**config.mk**
```make
export PLATFORM = sky130hd
export DESIGN_NAME = flrmh_mul
export DESIGN_NICKNAME = d
export VERILOG_FILES = /design/src/flrmh_pkg.sv /design/src/flrmh_mul.sv
export VERILOG_INCLUDE_DIRS = /design/src /design/src/src
export SDC_FILE = /design/constraint.sdc
export NUM_CORES = 2
export LEC_CHECK = 0
export ABC_AREA = 1
export CORE_AREA = 2 2 365 186
export CTS_CLUSTER_DIAMETER = 50
export DETAILED_ROUTE_END_ITERATION = 10
export DIE_AREA = 0 0 367 188
export DONT_BUFFER_PORTS = 1
export GPL_ROUTABILITY_DRIVEN = 0
export GPL_TIMING_DRIVEN = 0
export PLACE_DENSITY = 0.81
export SLEW_MARGIN = 15
export SYNTH_ARGS = -nofsm -noshare
export SYNTH_HDL_FRONTEND = slang
export SYNTH_SLANG_ARGS = --single-unit
export TNS_END_PERCENT = 1
```
**constraint.sdc**
```tcl
create_clock -name clk -period 13.3 [get_ports clk]
set_clock_uncertainty 0.1 [all_clocks]
set_input_delay 3.325 -clock clk [delete_from_list [all_inputs] [get_ports clk]]
set_output_delay 3.325 -clock clk [all_outputs]
set_load 0.05 [all_outputs]
```
**src/four_lane_rotate_multiply_hash_defines.svh**
```systemverilog
// assertion macros for the four-lane rotate-multiply hash
// used by flrmh_mul and four_lane_rotate_multiply_hash; expects clk and arst_n in scope
`ifndef FOUR_LANE_ROTATE_MULTIPLY_HASH_DEFINES_SVH
`define FOUR_LANE_ROTATE_MULTIPLY_HASH_DEFINES_SVH

// same-cycle implication, disabled during reset
`define FLRMH_ASSERT_IMP(lbl, ante, cons, msg) \
	lbl: assert property (@(posedge clk) disable iff (!arst_n) (ante) |-> (cons)) \
		else $error(msg);

// next-cycle implication, disabled during reset
`define FLRMH_ASSERT_NXT(lbl, ante, cons, msg) \
	lbl: assert property (@(posedge clk) disable iff (!arst_n) (ante) |=> (cons)) \
		else $error(msg);

`endif

```
**src/flrmh_pkg.sv**
```systemverilog
// shared constants, types and helpers for the four-lane rotate-multiply hash
// no dependencies
`default_nettype none

package flrmh_pkg;

	// length field handling
	localparam int LenBits = 32;
	localparam int IdxW = LenBits - 3;

	// multiplier constants
	localparam logic [63:0] MulG  = 64'h9E3779B97F4A7C15;
	localparam logic [63:0] MulM1 = 64'h85EBCA77C2B2AE3D;
	localparam logic [63:0] MulM2 = 64'hBF58476D1CE4E5B9;
	localparam logic [63:0] MulM3 = 64'h94D049BB133111EB;

	// lane rotations
	localparam logic [5:0] RotLane1 = 6'd11;
	localparam logic [5:0] RotLane2 = 6'd17;
	localparam logic [5:0] RotLane3 = 6'd23;
	localparam logic [5:0] RotLane4 = 6'd57;

	// finalizer xorshifts
	localparam int ShiftF0 = 29;
	localparam int ShiftF1 = 31;
	localparam int ShiftF2 = 37;
	localparam int ShiftF3 = 41;

	// configuration register indexes
	localparam logic CfgFoldRotA = 1'b0;
	localparam logic CfgFoldRotB = 1'b1;

	// lane select codes
	localparam logic [1:0] LaneOne   = 2'd0;
	localparam logic [1:0] LaneTwo   = 2'd1;
	localparam logic [1:0] LaneThree = 2'd2;
	localparam logic [1:0] LaneFour  = 2'd3;

	// multiplier status
	typedef struct packed {
		logic busy;
		logic done;
	} flrmh_mul_stat_t;

	// left rotate, zero amount is identity
	function automatic logic [63:0] rotl64(input logic [63:0] v, input logic [5:0] k);
		logic [6:0] rs;
		rs = 7'd64 - {1'b0, k};
		if (k == 6'd0) begin
			return v;
		end
		return (v << k) | (v >> rs);
	endfunction

endpackage

`default_nettype wire

```
**src/flrmh_mul.sv**
```systemverilog
// shared 64x64 mod 2^64 multiplier, one 32x32 partial product per cycle
// depends on flrmh_pkg and four_lane_rotate_multiply_hash_defines.svh
`default_nettype none
`include "four_lane_rotate_multiply_hash_defines.svh"

module flrmh_mul (
	input  wire logic                      clk,
	input  wire logic                      arst_n,
	input  wire logic                      start,
	input  wire logic [63:0]               a,
	input  wire logic [63:0]               b,
	output flrmh_pkg::flrmh_mul_stat_t     stat,
	output logic [63:0]                    prod
);
	import flrmh_pkg::*;

	logic [63:0] a_q;
	logic [63:0] b_q;
	logic [63:0] acc_q;
	logic [1:0]  step_q;
	logic        busy_q;
	logic        done_q;
	logic [31:0] op_x;
	logic [31:0] op_y;
	logic [63:0] part;

	// operand select: low*low, low*high, high*low
	always_comb begin
		op_x = (step_q == 2'd2) ? a_q[63:32] : a_q[31:0];
		op_y = (step_q == 2'd1) ? b_q[63:32] : b_q[31:0];
		part = {32'd0, op_x} * {32'd0, op_y};
	end

	// operand capture
	always_ff @(posedge clk) begin
		if (start) begin
			a_q <= a;
			b_q <= b;
		end
	end

	// accumulate partial products
	always_ff @(posedge clk) begin
		if (busy_q) begin
			if (step_q == 2'd0) begin
				acc_q <= part;
			end else begin
				acc_q <= acc_q + {part[31:0], 32'd0};
			end
		end
	end

	// step control
	always_ff @(posedge clk or negedge arst_n) begin
		if (!arst_n) begin
			step_q <= 2'd0;
			busy_q <= 1'b0;
			done_q <= 1'b0;
		end else begin
			done_q <= 1'b0;
			if (start) begin
				busy_q <= 1'b1;
				step_q <= 2'd0;
			end else if (busy_q) begin
				if (step_q == 2'd2) begin
					busy_q <= 1'b0;
					done_q <= 1'b1;
				end
				step_q <= step_q + 2'd1;
			end
		end
	end

	assign stat.busy = busy_q;
	assign stat.done = done_q;
	assign prod = acc_q;

	`FLRMH_ASSERT_NXT(a_start_busy, start, busy_q && !done_q, "multiplier did not start")
	`FLRMH_ASSERT_NXT(a_last_done, busy_q && step_q == 2'd2 && !start, done_q && !busy_q,
		"multiplier did not finish after last partial")

endmodule

`default_nettype wire

```
* Yosys cells after proc, flatten, opt, wreduce, memory -nomap -nowiden
Cells that the tools add are included.
Cells by class: $add $sub $neg 2, $mul 1, equality and inequality tests 2, multiplexer cells 11, reductions and logical operators 2
Operator list (number):
- 64-bit adder | 1
- 32-bit by 32-bit multiplier with 64-bit output | 1
- 32-bit 2-to-1 mux | 2
- 64-bit 2-to-1 mux | 1
- 1-bit 2-to-1 mux | 6
- 2-bit 2-to-1 mux | 2
- 2-bit by 1-bit adder with 2-bit output, second input constant | 1
- 2-bit by 1-bit == test with 1-bit output, second input constant | 1
- 2-bit == test, second input constant | 1
- 2-bit logical NOT | 1
- 2-bit nonzero test | 1
Word-level totals: register bits after elaboration 196, input port bits 131, output and inout bits 66, word-level logic and storage cells 24

* Logic depth before layout (Yosys ltp)
word-level depth 5, gate-level depth with buffers 46, mapped depth without buffers 43

* Worst setup path after synthesis
No wires, ideal clock.
kind register to register, from register step_q[0], to register acc_q[63], in the netlist prod[63], data pin, setup time 0.253 ns, arrival time 8.076 ns, required time 12.947 ns, setup slack 4.871 ns, stages on the path, launching flop included 41, path buffers 3, period minus slack after synthesis 8.429 ns, path through dfrtp_1 inv_1 ha_1 buf_4 buf_2 o21ai_0 inv_1 clkbuf_1 nor2_1 fa_1 fa_1 inv_1 fa_1 inv_1 fa_1 inv_1 fa_1 inv_1 [... 5 more ...] nor2_4 nand2_2 clkinv_2 nand3_2 or2_1 nand3_2 xor2_2 ha_1 nand2_1 inv_1 a21boi_0 nor2_1 nor2_1 o21ai_0 a21oi_1 nand3_1 nand3_1 nand2_1
Between the ends: word-level cells in the longest chain between the ends 5, elaborated cells between the ends (all ways) 8, those cells by class add/sub: 1; mul: 1; eq/ne: 2; mux: 3; reduce/logical: 1
RTL lines:
- start, declared | RTL line flrmh_mul.sv:20 | logic [1:0] step_q;
- start signal, assigned | RTL line flrmh_mul.sv:69 | step_q <= step_q + 2'd1;
- 2-bit == test / 2-bit by 1-bit == test with 1-bit output (equally long branches) | RTL line flrmh_mul.sv:29, flrmh_mul.sv:30
- 32-bit 2-to-1 mux (on tied branches) | RTL line flrmh_mul.sv:29, flrmh_mul.sv:30
- 32-bit by 32-bit multiplier with 64-bit output | RTL line flrmh_mul.sv:31 | part = {32'd0, op_x} * {32'd0, op_y};
- 64-bit adder | RTL line flrmh_mul.sv:48 | acc_q <= acc_q + {part[31:0], 32'd0};
- 64-bit 2-to-1 mux * | RTL line flrmh_mul.sv:45 | if (step_q == 2'd0) begin
- end signal, assigned | RTL line flrmh_mul.sv:46 | acc_q <= part;
- end signal, assigned | RTL line flrmh_mul.sv:48
- end, declared | RTL line flrmh_mul.sv:19 | logic [63:0] acc_q;
Mark *: on every way between the ends. The rest lies on a longest branch, timed or not. A chain may end at the register's enable or synchronous reset.

* Worst setup path after layout
from register step_q[1], to register acc_q[63], in the netlist prod[63], data pin
Same word-level chain as after synthesis.

==> out/metrics.yaml <==
outcome: "finished, violations left"
grt_pass1_wl_um: 232000
synthCells: 4989
min_period_ps: 12940
grt_overflow_total: 0
synthTopCellsByArea: "fa_1, edfxtp_1, inv_1"
post-route-period-util_pct: 97.3
wl_um: 164000
startpoint_type: "flop"
failed_checks: "DRC"
num_vias: 37621
r2r_cells: 38
crit_path_end_kind: "flop"
hold_path_depth: 0
tightest_slew_ps: 1460
clock-sinks: 196
required_ps: 13450
clk_path_buf_depth: 2
synth_area_per_cell_um2: 8.52
num_rows: 67
wire_per_inst_um: 27.5
insertion_delay_ps: 500
drt_iter0_markers: 6927
cts_buffers: 17
relSlewSlack_pct: 2.14
dr.pass1.iters: 11
min_path_type: "flop to flop"
grt_max_degree: 131
synthToLayoutAreaGrowth_pct: 4.41
crit_type: "flop to flop"
ys.warnings.count: 0
cts_resized: 0
dp_hpwl_um: 137000
drtAntennaViolNets: 0
initial_core_util_pct: 64.4
cp_max_fo: 10
cts_hold_buffers: 0
synth_nets: 6316
cts_tree: "done"
rsz0062_at_grt: "no"
drive_above_1_share_pct: 5.39
finalSetupViolations: 0
synth_top_area_cell: "fa_1"
numPortBuffers: 0
cap_violations: 0
antenna_found_initial: 14
fmax_mhz: 77.3
mappedNetlistArea_mm2: 0.0425
synth_seq_cells: 196
grt_usage_pct: 47.6
clockRootBuffer: "clkbuf_16"
clkTransAtPathRegs_ps: 90
synth.distinct_cells: 49
slew_viol_final: 0
post_cts_buffers: 0
hold_viol_final: 0
grt_pass1_vias: 35576
yosysTopAreaCellShare_pct: 42.2
pin_count: 197
cp_slowest_stage_delay_ps: 1130
arrival_ps: 13090
nNetsFinal: 6343
dieArea_mm2: 0.0690
die_x_um: 367
post_drt_via_cell_ratio: 6.33
seq_area_frac_synth_pct: 13.8
fin_tns_setup_ps: 0
cts.htree.levels: 4
core_mm2: 0.0661
die_h_um: 188
drcViolationCount: 102
cp_slowest_cell: "o21ai_0"
metrics by stage:
stage / cell area [um^2] / worst slack (ps) / hold slack [ps] / util (%) / std cells
5_1_grt: 44300 / 606 / 500 / 67.1 / 5930
3_5_place_dp: 43800 / 1620 / 475 / 66.2 / 5894
3_3_place_gp: 43600 / 876 / 479 / 66.1 / 5886
4_1_cts: 44300 / 1580 / 489 / 67.1 / 5926
6_report: 44400 / 362 / 491 / 67.2 / 5946
2_1_floorplan: 42500 / 4870 / 452 / - / 4989
sequential cells by signal (all words and copies together), names as in the netlist:
register	flops
a_q	64
prod	64
b_q	64
step_q	2
done_q	1
busy_q	1
synth_stat cells, drive strengths merged:
library cell	n
inv	1196
nand2	1086
fa	897
nor2	575
ha	299
edfxtp	192
o21ai	162
a21oi	150
buf	111
nand3	105
clkbuf	69
xor2	25
nor3	23
or2	16
o21bai	12
clkinv	11
a21o	10
o21a	9
a21boi	8
nand4	8
xnor2	8
nand3b	5
dfrtp	4
nand2b	2
nor4	2
a31oi	1
and2	1
o211ai	1
o22ai	1
layout make-up:
cell class                 count  area (um^2)
buffer                       180          830
fill                        5234        21700
clock inverter                15          150
sequential                   196         5870
antenna                       20         50.0
clock buffer                  17          425
tap                          897         1120
inverter                    1207         4530
timing repair buffer           8         87.6
multi-input combinational   3406        31300
path summary, 6_finish.rpt:
path	start	endpoint	slack, ps
max in group asynchronous	arst_n	busy_q	10600
worst min register to register	busy_q	prod[61]	490
worst max register to register	step_q[1]	prod[63]	360
min in group asynchronous	arst_n	busy_q	2430
worst min-delay path	busy_q	prod[61]	490
worst max-delay path	step_q[1]	prod[63]	360
cell usage in the layout, fill, tap and decap left out, types with 6 or more instances in the layout:
master and count:
xor2_1 24, o21ai_0 97, fa_1 897, nand3_1 93, o21ai_2 31, o21bai_1 10
inv_1 1169, nand3_2 12, diode_2 20, edfxtp_1 192, o21ai_1 30, clkbuf_1 67
buf_4 12, buf_1 9, nor3_1 18, nand4_1 8, or2_2 14, inv_2 27
a21o_1 10, nand2_1 1068, nor2_2 9, nand2_2 17, buf_2 94, a21oi_1 148
o21a_1 9, a21boi_0 7, ha_1 299, clkinv_1 14, xnor2_1 8, clkbuf_16 17
inv_6 6, nor2_1 563
cell families (layout without fill, tap and decap cells):
kind of cell,after synthesis,in the layout,synth area share (%)
and+or+nand+nor,1823,1823,17.1
AOI/OAI and AO/OA,354,354,4.75
other,0,20,0
buffers and inverters,1387,1427,12.6
DFF,196,196,13.8
adders and majority gates,1196,1196,51.0
xor gates and xnor gates,33,33,0.698
critical path, delay by kind of cell (launching register included):
family | cells | cell delay (ps)
AO/OA/AOI/OAI | 4 | 1930
XOR/XNOR | 1 | 960
adder cells (fa/ha/maj) | 11 | 5100
buffers and inverters | 11 | 2580
flip-flops | 1 | 350
AND/OR/NAND/NOR | 11 | 1640
metal layers:
metal	track usage [%]	vias to the layer above	part of all wire (%)
met5	18.3	-	1.3
met4	16.2	47	5.1
met3	42.0	794	26
met2	52.8	4109	33
met1	62.4	17918	35
li1	-	14753	-
Power is not shown: default switching activity piles up to over one toggle a cycle in this logic, so the estimate is an artifact.
